`src/design/bdht_pkg.sv`:
```
// ----------------------------------------------------------------------------
// bdht_pkg
// Types, constants and helpers shared by the button debounce / hold timer.
// ----------------------------------------------------------------------------
package bdht_pkg;

  localparam int BUTTON_COUNT_DEF = 4;
  localparam int NUM_SLOTS        = 4;

  localparam int SETTLE_TIME_W = 10;
  localparam int TICK_STEP_W   = 7;
  localparam int SETTLE_CNT_W  = 11;
  localparam int HOLD_W        = 24;
  localparam int CFG_INDEX_W   = 2;
  localparam int CFG_DATA_W    = 10;

  localparam logic [SETTLE_TIME_W-1:0] SETTLE_TIME_RST = SETTLE_TIME_W'(50);
  localparam logic [TICK_STEP_W-1:0]   TICK_STEP_RST   = TICK_STEP_W'(10);

  localparam logic [HOLD_W-1:0]       HOLD_MAX   = {HOLD_W{1'b1}};
  localparam logic [SETTLE_CNT_W-1:0] SETTLE_MAX = {SETTLE_CNT_W{1'b1}};

  // register indexes
  localparam logic [CFG_INDEX_W-1:0] REG_SETTLE_TIME = 2'd0;
  localparam logic [CFG_INDEX_W-1:0] REG_TICK_STEP   = 2'd1;

  // command codes
  localparam logic CMD_TICK = 1'b0;
  localparam logic CMD_EDGE = 1'b1;

  // reported state codes
  localparam logic [1:0] CODE_RELEASED         = 2'd0;
  localparam logic [1:0] CODE_PRESS_SETTLING   = 2'd1;
  localparam logic [1:0] CODE_PRESSED          = 2'd2;
  localparam logic [1:0] CODE_RELEASE_SETTLING = 2'd3;

  typedef enum logic [3:0] {
    ST_RELEASED         = 4'b0001,
    ST_PRESS_SETTLING   = 4'b0010,
    ST_PRESSED          = 4'b0100,
    ST_RELEASE_SETTLING = 4'b1000
  } btn_state_t;

  typedef struct packed {
    logic       command;
    logic [1:0] button_index;
    logic [3:0] pin_levels;
  } in_item_t;

  typedef struct packed {
    logic [1:0]        state_zero;
    logic [1:0]        state_one;
    logic [1:0]        state_two;
    logic [1:0]        state_three;
    logic [HOLD_W-1:0] hold_zero;
    logic [HOLD_W-1:0] hold_one;
    logic [HOLD_W-1:0] hold_two;
    logic [HOLD_W-1:0] hold_three;
  } out_item_t;

  // per-lane request from the dispatch logic
  typedef struct packed {
    logic en;
    logic tick;
    logic edge_hit;
    logic pin;
  } lane_cmd_t;

  // per-lane status after the request
  typedef struct packed {
    logic [1:0]        state;
    logic [HOLD_W-1:0] hold;
  } lane_status_t;

  function automatic logic [1:0] state_code(input btn_state_t s);
    logic [1:0] c;
    case (s)
      ST_RELEASED:         c = CODE_RELEASED;
      ST_PRESS_SETTLING:   c = CODE_PRESS_SETTLING;
      ST_PRESSED:          c = CODE_PRESSED;
      ST_RELEASE_SETTLING: c = CODE_RELEASE_SETTLING;
      default:             c = CODE_RELEASED;
    endcase
    return c;
  endfunction

endpackage

```
`src/design/bdht_lane.sv`:
```
// ----------------------------------------------------------------------------
// bdht_lane
// Debounce state, settle counter and hold timer of one button.
// ----------------------------------------------------------------------------
module bdht_lane (
  input  logic                                 clk,
  input  logic                                 rst,
  input  bdht_pkg::lane_cmd_t                  cmd,
  input  logic [bdht_pkg::SETTLE_TIME_W-1:0]   settle_time,
  input  logic [bdht_pkg::TICK_STEP_W-1:0]     tick_step,
  output bdht_pkg::lane_status_t               status
);
  import bdht_pkg::*;

  btn_state_t              state;
  btn_state_t              state_next;
  logic [SETTLE_CNT_W-1:0] count;
  logic [SETTLE_CNT_W-1:0] count_next;
  logic [HOLD_W-1:0]       hold;
  logic [HOLD_W-1:0]       hold_next;

  logic [SETTLE_CNT_W:0]   count_sum;
  logic [HOLD_W:0]         hold_sum;
  logic                    settled;

  assign count_sum = {1'b0, count} + (SETTLE_CNT_W+1)'(tick_step);
  assign hold_sum  = {1'b0, hold} + (HOLD_W+1)'(tick_step);
  assign settled   = count >= SETTLE_CNT_W'(settle_time);

  always_comb begin
    state_next = state;
    count_next = count;
    hold_next  = hold;
    if (cmd.edge_hit) begin
      case (state)
        ST_RELEASED: begin
          state_next = ST_PRESS_SETTLING;
          hold_next  = '0;
        end
        ST_PRESSED: begin
          state_next = ST_RELEASE_SETTLING;
        end
        default: ;
      endcase
    end else if (cmd.tick) begin
      case (state)
        ST_PRESSED: begin
          hold_next = hold_sum[HOLD_W] ? HOLD_MAX : hold_sum[HOLD_W-1:0];
        end
        ST_PRESS_SETTLING, ST_RELEASE_SETTLING: begin
          if (settled) begin
            state_next = cmd.pin ? ST_PRESSED : ST_RELEASED;
            count_next = '0;
          end else begin
            count_next = count_sum[SETTLE_CNT_W] ? SETTLE_MAX
                                                 : count_sum[SETTLE_CNT_W-1:0];
          end
        end
        default: ;
      endcase
    end
  end

  always_ff @(posedge clk) begin
    if (rst) begin
      state <= ST_RELEASED;
      count <= '0;
      hold  <= '0;
    end else if (cmd.en) begin
      state <= state_next;
      count <= count_next;
      hold  <= hold_next;
    end
  end

  // report the values this request leaves behind
  assign status.state = state_code(state_next);
  assign status.hold  = hold_next;

endmodule

```
`src/design/bdht_merge.sv`:
```
// ----------------------------------------------------------------------------
// bdht_merge
// Gathers the lane results into one result item; unused slots read zero.
// ----------------------------------------------------------------------------
module bdht_merge #(
  parameter int BUTTON_COUNT = bdht_pkg::BUTTON_COUNT_DEF
) (
  input  bdht_pkg::lane_status_t lanes [BUTTON_COUNT],
  output bdht_pkg::out_item_t    result
);
  import bdht_pkg::*;

  lane_status_t slots [NUM_SLOTS];

  for (genvar i = 0; i < NUM_SLOTS; i++) begin : g_slot
    if (i < BUTTON_COUNT) begin : g_used
      assign slots[i] = lanes[i];
    end else begin : g_unused
      assign slots[i] = '0;
    end
  end

  assign result.state_zero  = slots[0].state;
  assign result.state_one   = slots[1].state;
  assign result.state_two   = slots[2].state;
  assign result.state_three = slots[3].state;
  assign result.hold_zero   = slots[0].hold;
  assign result.hold_one    = slots[1].hold;
  assign result.hold_two    = slots[2].hold;
  assign result.hold_three  = slots[3].hold;

endmodule

```
`src/design/button_debounce_hold_timer_top.sv`:
```
// ----------------------------------------------------------------------------
// button_debounce_hold_timer_top
// Four-button debouncer with per-button hold timers, one lane per button.
// ----------------------------------------------------------------------------
// channel   | signals                                 | direction
// ----------+-----------------------------------------+----------
// in        | in_valid, in_stall, in_data             | request in
// out       | out_valid, out_stall, out_data          | result out
// cfg       | cfg_write, cfg_index, cfg_data          | write only
//
// one request per cycle while in_stall is low; every lane updates in the
// accept cycle and the result is registered, into the output register or,
// if that holds an untaken result, into the skid entry. a two-entry output
// (register plus skid) keeps accepting while one result waits; in_stall
// rises only when both entries are full. reset returns all buttons to
// released with zero counters, settle_time 50, tick_step 10.
module button_debounce_hold_timer_top #(
  parameter int BUTTON_COUNT = bdht_pkg::BUTTON_COUNT_DEF
) (
  input  logic                               clk,
  input  logic                               rst,
  input  logic                               in_valid,
  output logic                               in_stall,
  input  bdht_pkg::in_item_t                 in_data,
  output logic                               out_valid,
  input  logic                               out_stall,
  output bdht_pkg::out_item_t                out_data,
  input  logic                               cfg_write,
  input  logic [bdht_pkg::CFG_INDEX_W-1:0]   cfg_index,
  input  logic [bdht_pkg::CFG_DATA_W-1:0]    cfg_data
);
  import bdht_pkg::*;

  logic [SETTLE_TIME_W-1:0] settle_time;
  logic [TICK_STEP_W-1:0]   tick_step;

  logic         accept;
  logic         take;
  logic         skid_valid;
  out_item_t    skid_data;
  out_item_t    result;
  lane_cmd_t    cmds  [BUTTON_COUNT];
  lane_status_t lanes [BUTTON_COUNT];

  always_ff @(posedge clk) begin
    if (rst) begin
      settle_time <= SETTLE_TIME_RST;
      tick_step   <= TICK_STEP_RST;
    end else if (cfg_write) begin
      case (cfg_index)
        REG_SETTLE_TIME: settle_time <= cfg_data;
        REG_TICK_STEP:   tick_step   <= cfg_data[TICK_STEP_W-1:0];
        default: ;
      endcase
    end
  end

  assign in_stall = skid_valid;
  assign accept   = in_valid && !in_stall;
  assign take     = out_valid && !out_stall;

  for (genvar i = 0; i < BUTTON_COUNT; i++) begin : g_lane
    assign cmds[i].en       = accept;
    assign cmds[i].tick     = in_data.command == CMD_TICK;
    assign cmds[i].edge_hit = (in_data.command == CMD_EDGE)
                              && (in_data.button_index == 2'(i));
    assign cmds[i].pin      = in_data.pin_levels[i];

    bdht_lane u_lane (
      .clk         (clk),
      .rst         (rst),
      .cmd         (cmds[i]),
      .settle_time (settle_time),
      .tick_step   (tick_step),
      .status      (lanes[i])
    );
  end

  bdht_merge #(
    .BUTTON_COUNT (BUTTON_COUNT)
  ) u_merge (
    .lanes  (lanes),
    .result (result)
  );

  always_ff @(posedge clk) begin
    if (rst) begin
      out_valid  <= 1'b0;
      skid_valid <= 1'b0;
    end else if (skid_valid) begin
      if (take) begin
        skid_valid <= 1'b0;
      end
    end else if (accept) begin
      if (out_valid && !take) begin
        skid_valid <= 1'b1;
      end else begin
        out_valid <= 1'b1;
      end
    end else if (take) begin
      out_valid <= 1'b0;
    end
  end

  always_ff @(posedge clk) begin
    if (skid_valid) begin
      if (take) begin
        out_data <= skid_data;
      end
    end else if (accept) begin
      if (out_valid && !take) begin
        skid_data <= result;
      end else begin
        out_data <= result;
      end
    end
  end

  a_skid_needs_out: assert property (@(posedge clk) disable iff (rst)
    skid_valid |-> out_valid)
    else $error("skid entry held without an output entry");

  a_blocked_goes_to_skid: assert property (@(posedge clk) disable iff (rst)
    (accept && out_valid && out_stall) |=> skid_valid)
    else $error("request accepted behind a stalled result was not held");

  a_drain_empties: assert property (@(posedge clk) disable iff (rst)
    (take && !skid_valid && !accept) |=> !out_valid)
    else $error("output still valid after its only result was taken");

  a_skid_moves_up: assert property (@(posedge clk) disable iff (rst)
    (skid_valid && take) |=> (out_valid && !skid_valid))
    else $error("skid entry did not move to the output");

endmodule
```
`config.mk`:
```
export PLATFORM = sky130hd
export DESIGN_NAME = button_debounce_hold_timer_top
export DESIGN_NICKNAME = d
export VERILOG_FILES = /design/src/design/bdht_pkg.sv /design/src/design/bdht_lane.sv /design/src/design/bdht_merge.sv /design/src/design/button_debounce_hold_timer_top.sv
export SDC_FILE = /design/constraint.sdc
export NUM_CORES = 1
export LEC_CHECK = 0
export BUFFER_PORTS_ARGS = -buffer_cell sky130_fd_sc_hd__buf_2
export CORE_ASPECT_RATIO = 1.75
export CORE_MARGIN = 2
export CORE_UTILIZATION = 60
export CTS_CLUSTER_DIAMETER = 30
export DETAILED_ROUTE_END_ITERATION = 12
export GPL_TIMING_DRIVEN = 0
export PLACE_DENSITY_LB_ADDON = 0.05
export SLEW_MARGIN = 10
export SYNTH_ARGS = -nofsm -noshare
export SYNTH_HDL_FRONTEND = slang
export SYNTH_SLANG_ARGS = --single-unit
```
`constraint.sdc`:
```
create_clock -name clk -period 20.2 [get_ports clk]
set_input_delay 1.01 -clock clk [delete_from_list [all_inputs] [get_ports clk]]
set_output_delay 1.01 -clock clk [all_outputs]
set_load 0.005 [all_outputs]
```
=== Word level (Yosys, flattened, before mapping) ===
Cells that the tools add are included.

* Logic and storage cells: 179
* Register bits: 383

* Multiplexer cells: 67
* Add/sub/neg operators: 8
* Equality and inequality tests: 35
* Order comparisons: 4
* Reductions and logical operators: 27
* Bitwise operators: 6

{| class="wikitable"
|+ Operator list
! cell !! count
|-
| $mux W24 || 20
|-
| $mux W104 || 4
|-
| $add A24 B7 Y25 || 4
|-
| $mux W11 || 8
|-
| $mux W4 || 16
|-
| $add A11 B7 Y12 || 4
|-
| $ge A11 B10 Y1 || 4
|-
| $eq A4 B2 Y1 const B || 8
|-
| $eq A4 B3 Y1 const B || 8
|-
| $eq A4 B4 Y1 const B || 8
|-
| $pmux W4 S2 || 4
|-
| $pmux W2 S3 || 4
|-
| $eq A4 B1 Y1 const B || 4
|-
| $reduce_and A4 Y1 || 4
|-
| $mux W3 || 4
|-
| $reduce_and A3 Y1 || 3
|-
| $reduce_or A2 Y1 || 4
|-
| $logic_and A1 B1 Y1 || 7
|-
| $mux W1 || 7
|-
| $ne A2 B2 Y1 const B || 3
|-
| $not A1 Y1 || 6
|-
| $eq A2 B1 Y1 const B || 2
|-
| $eq A2 B2 Y1 const B || 2
|-
| $logic_not A2 Y1 || 2
|-
| other kinds (3) || 7
|}

=== Logic depth before layout (Yosys ltp) ===
* Depth after elaboration: 10
* Gate-level depth with buffers: 10
* Gate-level depth less buffers: 9

=== By module ===
From an unflattened synthesis, not the netlist that was laid out.

* Cells, all modules: 2390
* Area, all modules: 22973.3 um2

{| class="wikitable"
|+ Modules (own cells, without submodules)
! module !! cells each !! area an instance (um2) !! instances
|-
| button_debounce_hold_timer_top || 415 || 8414.3 || 1
|-
| bdht_lane (g_lane[1].u_lane ...) || 468 || 3438.3 || 2
|-
| bdht_lane (g_lane[0].u_lane) || 473 || 3512.1 || 1
|-
| bdht_lane (g_lane[3].u_lane) || 462 || 3389.5 || 1
|-
| bdht_merge || 104 || 780.7 || 1
|}

=== Worst setup path before layout ===
No wires, ideal clock.

* Path type: input-to-reg
* Start: in in_valid
* End: reg out_data[0] (netlist name), enable pin
* Path buffers: 3
* Data required time: 19.599 ns
* Setup slack: 12.463 ns
* Arrival time: 7.136 ns
* Library setup time: 0.601 ns
* Stages: 6
* Cell sequence: nor2b_1 > clkbuf_1 > clkbuf_1 > buf_1 > a21oi_1 > a21oi_1

* Word-level cells in the longest chain between the ends: 3

{| class="wikitable"
|+ RTL lines
! element !! line !! RTL
|-
| start, declared || button_debounce_hold_timer_top.sv:22 || <nowiki>input logic in_valid,</nowiki>
|-
| $logic_and A1 B1 Y1 || button_debounce_hold_timer_top.sv:59 || <nowiki>assign accept = in_valid && !in_stall;</nowiki>
|-
| $reduce_bool A2 Y1 (no line) || -- ||
|-
| $reduce_and A3 Y1 (no line) || -- ||
|-
| end signal, assigned || button_debounce_hold_timer_top.sv:108 || <nowiki>out_data <= skid_data;</nowiki>
|-
| end signal, assigned || button_debounce_hold_timer_top.sv:114 || <nowiki>out_data <= result;</nowiki>
|-
| end, declared || button_debounce_hold_timer_top.sv:27 || <nowiki>output bdht_pkg::out_item_t out_data,</nowiki>
|}

No other way between the ends.
A chain may end at the register's enable or synchronous reset.

=== Final worst setup path ===
* Start: reg tick_step[1]
* End: reg out_data[92] (netlist name) (data pin)

* Word-level cells in the longest chain between the ends: 8

{| class="wikitable"
|+ RTL lines
! element !! line !! RTL
|-
| start, declared || button_debounce_hold_timer_top.sv:35 || <nowiki>logic [TICK_STEP_W-1:0] tick_step;</nowiki>
|-
| start signal, assigned || button_debounce_hold_timer_top.sv:52 || <nowiki>REG_TICK_STEP: tick_step <= cfg_data[TICK_STEP_W-1:0];</nowiki>
|-
| $add A24 B7 Y25 || bdht_lane.sv:27 || <nowiki>assign hold_sum = {1'b0, hold} + (HOLD_W+1)'(tick_step);</nowiki>
|-
| $mux W24 || bdht_lane.sv:48 || <nowiki>hold_next = hold_sum[HOLD_W] ? HOLD_MAX : hold_sum[HOLD_W-1:0];</nowiki>
|-
| $mux W24 || bdht_lane.sv:46 || <nowiki>case (state)</nowiki>
|-
| $mux W24 || bdht_lane.sv:45 || <nowiki>end else if (cmd.tick) begin</nowiki>
|-
| $mux W24 || bdht_lane.sv:34 || <nowiki>if (cmd.edge_hit) begin</nowiki>
|-
| $mux W104 || button_debounce_hold_timer_top.sv:111 || <nowiki>if (out_valid && !take) begin</nowiki>
|-
| $mux W104 || button_debounce_hold_timer_top.sv:110 || <nowiki>end else if (accept) begin</nowiki>
|-
| $mux W104 || button_debounce_hold_timer_top.sv:106 || <nowiki>if (skid_valid) begin</nowiki>
|}

No other way between the ends. The select of a mux whose other input is x is not followed.

==> qor.csv <==
stage;metric;value;unit
global_routing;number_of_antenna_violations_at_the_first_check_in_global_routing;1;
global_routing;globalRoute.totalOverflow;0;
clocking;cts_inserted_buffers;53;
synthesis;synth_largest_area_cell;sky130_fd_sc_hd__edfxtp_1;
clocking;post_cts_hold_buffer_count;0;
clocking;tritoncts;done;
placement;place_congestion;0.986;
floorplan;core;0.0353;sq mm
cells_and_area;final_layout_size_suffix_gt1_frac;0.137;
timing;finalClockSkew;0.0227;ns
placement;place_ws;14.99;ns
outcome;run_status;completed;
clocking;cts.repair.resized;0;
timing;fmax;0.203;GHz
clocking;h_tree_levels;2;
pwr;seq_power_share;0.431;
global_routing;grt_use_total;0.370;
pwr;power_per_cell_area;80.7;mW/mm^2
placement;port_buffers;128;
detailed_routing;drcViolationCount;0;
clocking;clock-sinks;383;
pwr;vdd.ir_drop.worst;0.0637;mV
synthesis;ys_warn_count;0;
floorplan;die_width;147;um
pwr;power.combinational.fraction;0.077;
cells_and_area;n_fill_cell;2845;
timing;final_max_slew_viols;0;
global_routing;grt_start_max_net_pins;53;
setup_path;worst-setup-path-type;flip-flop to flip-flop;
clocking;clock_tree.buffer_depth;3;
synthesis;synth.yosys.seq_area_share;0.453;
setup_path;crit_path_end_kind;flip-flop;
synthesis;netlist-cell-type-count;101;
pwr;net_switching_share_of_the_total_power;0.255;
global_routing;grt_first_pass_wirelength;106000;um
floorplan;rows;91;
timing;final-setup-viol-count;0;
cells_and_area;layout-area-overhead-vs-synth;15.3;%
cells_and_area;finalNonFillerCells;2985;
global_routing;first_global_vias;18838;
synthesis;synth_async_sr_flop_share;0;
pwr;total_leakage_power;9.27;nW
synthesis;syn_area_cell;9.42;sq um
placement;place.detailed.instances;2883;
timing;rsz0062_at_grt;no;
synthesis;number_of_flip_flops_and_latches_in_the_synthesized_netlist;383;
detailed_routing;number_of_drc_markers_after_the_initial_detailed_route_iteration;1737;
timing;fin_hold_ws;0.456;ns
synthesis;yosys_most_used_dff;sky130_fd_sc_hd__edfxtp_1;
placement;standard_cell_area_after_detailed_placement;0.0229;sq mm
detailed_routing;drt-pass1-iter-count;6;
timing;period_share;0.244;
synthesis;yosys.cell_count.top_type;sky130_fd_sc_hd__nand2_1;
clocking;clock-root-buffer;sky130_fd_sc_hd__clkbuf_16;
cells_and_area;fin_nets;2601;
setup_path;cp-start-kind;flip-flop;
timing;timing.max_slew.rel_slack;0.176;
timing;finalHoldViolations;0;
min_path;hp-class;flip-flop to flip-flop;
pwr;net-switching-power;0.510;mW
setup_path;timing.critical_path.required;20.50;ns
synthesis;ys_top_cells_by_area;sky130_fd_sc_hd__edfxtp_1, sky130_fd_sc_hd__dfxtp_1, sky130_fd_sc_hd__ha_1;
timing;fin_tns_setup;0;ns
clocking;clkSlewWorstSetupHoldPaths;0.06;ns
synthesis;postSynthCellCount;2284;
floorplan;die-area;0.0375;sq mm
timing;worst_slew_pin_slew;1.23;ns
detailed_routing;wl_per_cell;23.7;um
detailed_routing;post_detailed_route_count_of_antenna_violating_nets;0;
synthesis;ys_top_cells_by_count;sky130_fd_sc_hd__nand2_1, sky130_fd_sc_hd__nor2_1, sky130_fd_sc_hd__edfxtp_1;
synthesis;yosys.area.top_type_share;0.290;
placement;post_dp_hpwl;50800;um
floorplan;initial_utilization;0.610;
detailed_routing;aggregate_routed_wire_length;70800;um
synthesis;synth_enable_flop_cells;208;
clocking;post_cts_repair_timing_setup_buffer_count;0;
detailed_routing;detail_route.vias_per_cell;6.58;
timing;post-route-worst-setup-slack;15.28;ns
job;cap_viol_max_count;0;
setup_path;cp_data_arrival_time;5.22;ns
timing;final.min_clock_period;4.92;ns
cells_and_area;stdcell_area;0.0248;sq mm
pwr;power.internal;1.49;mW
synthesis;postSynthNetCount;2412;
pwr;power.clock.fraction;0.492;
detailed_routing;total_via_count_after_detailed_routing;19640;
floorplan;io_pins;130;
synthesis;synthesis.area;0.0215;sq mm
clocking;clkLatencyLatePin;0.59;ns
setup_path;timing.critical_path.fanout_max;10;
floorplan;die_height;255;um
[area by class of cell]
cell class              instances  area, sq um  area share
clock inverters                40          482      0.0194
well taps                     465          582      0.0234
flip-flops and latches        383         9750       0.393
multi-input cells            1715        11000       0.442
repair buffers                134          783      0.0316
diodes                          2         5.00    0.000202
clock buffers                  60         1420      0.0570
plain buffers                 114          564      0.0227
inverters                      72          270      0.0109
[stage by stage]
stage,util,total power [mW]
2_1_floorplan,-,0.956
3_3_place_gp,0.644,1.03
3_5_place_dp,0.649,1.03
4_1_cts,0.703,2.00
5_1_grt,0.703,2.05
6_report,0.703,2.00
[power groups by stage]
stage	Combinational [mW]	Clock [mW]	Sequential [mW]
2_1_floorplan	0.0753	0	0.881
3_3_place_gp	0.143	0	0.884
3_5_place_dp	0.150	0	0.879
4_1_cts	0.151	0.991	0.862
5_1_grt	0.163	1.02	0.864
6_report	0.154	0.985	0.862
[placed cells by master, fill, tap and decap left out, drive strengths merged, types with 12 or more instances in the layout]
| cell | count |
|---|---|
| nor3 | 77 |
| and3 | 36 |
| clkbuf | 148 |
| clkinv | 20 |
| nand3 | 60 |
| nand2 | 252 |
| a211oi | 45 |
| ha | 96 |
| nor2 | 213 |
| nand2b | 26 |
| o21a | 25 |
| dfxtp | 175 |
| nor2b | 17 |
| inv | 80 |
| or4 | 13 |
| xnor2 | 29 |
| nand4 | 34 |
| o21ai | 157 |
| a21oi | 193 |
| o211ai | 27 |
| o31ai | 43 |
| mux2 | 35 |
| or3 | 12 |
| a31oi | 31 |
| mux2i | 35 |
| edfxtp | 208 |
| a21o | 24 |
| nor4 | 13 |
| buf | 158 |
[critical path, cell delays in order (launching register included)]
cell and delay, ns:
sky130_fd_sc_hd__dfxtp_1 0.98, sky130_fd_sc_hd__inv_1 0.80, sky130_fd_sc_hd__fa_1 0.69, sky130_fd_sc_hd__nor2b_1 0.17
sky130_fd_sc_hd__o31a_1 0.37, sky130_fd_sc_hd__o211ai_4 0.16, sky130_fd_sc_hd__clkbuf_1 0.29, sky130_fd_sc_hd__nor2_1 0.46
sky130_fd_sc_hd__o31ai_1 0.18, sky130_fd_sc_hd__o31ai_1 0.52
[cell families (layout without fill, tap and decap cells)]
| family | after synthesis | after routing | synth area share |
|---|---|---|---|
| compound gates | 691 | 691 | 0.212 |
| other cells | 0 | 2 | 0 |
| simple gates | 810 | 810 | 0.182 |
| mux | 70 | 70 | 0.0346 |
| fa+ha+maj | 104 | 104 | 0.0632 |
| buf+inv | 186 | 420 | 0.0388 |
| xor+xnor | 40 | 40 | 0.0163 |
| flops | 383 | 383 | 0.453 |
[path summary, 6_finish.rpt]
path	slack (ns)	depth (start not counted)	endpoint	from
min	0.46	2	settle_time[9]	settle_time[9]
min reg2reg	0.46	2	settle_time[9]	settle_time[9]
max reg2reg	15.28	9	out_data[92]	tick_step[1]
max	15.28	9	out_data[92]	tick_step[1]
[registers in the layout, summed over array words and instances (netlist names)]
signal and flops:
g_lane.u_lane.count 44, g_lane.u_lane.hold 96, g_lane.u_lane.state 16, in_stall 1, out_data 104, out_valid 1, settle_time 10, skid_data 104
tick_step 7
[routing by layer]
layer / vias up / track usage / routed length, um / share of wire
li1: 9001 / - / - / -
met1: 9346 / 0.402 / 24600 / 0.35
met2: 977 / 0.647 / 35100 / 0.50
met3: 314 / 0.0673 / 5590 / 0.079
met4: 2 / 0.268 / 5450 / 0.077
met5: - / 0 / 12 / 0.00017
(Power assumes the default switching activity.)
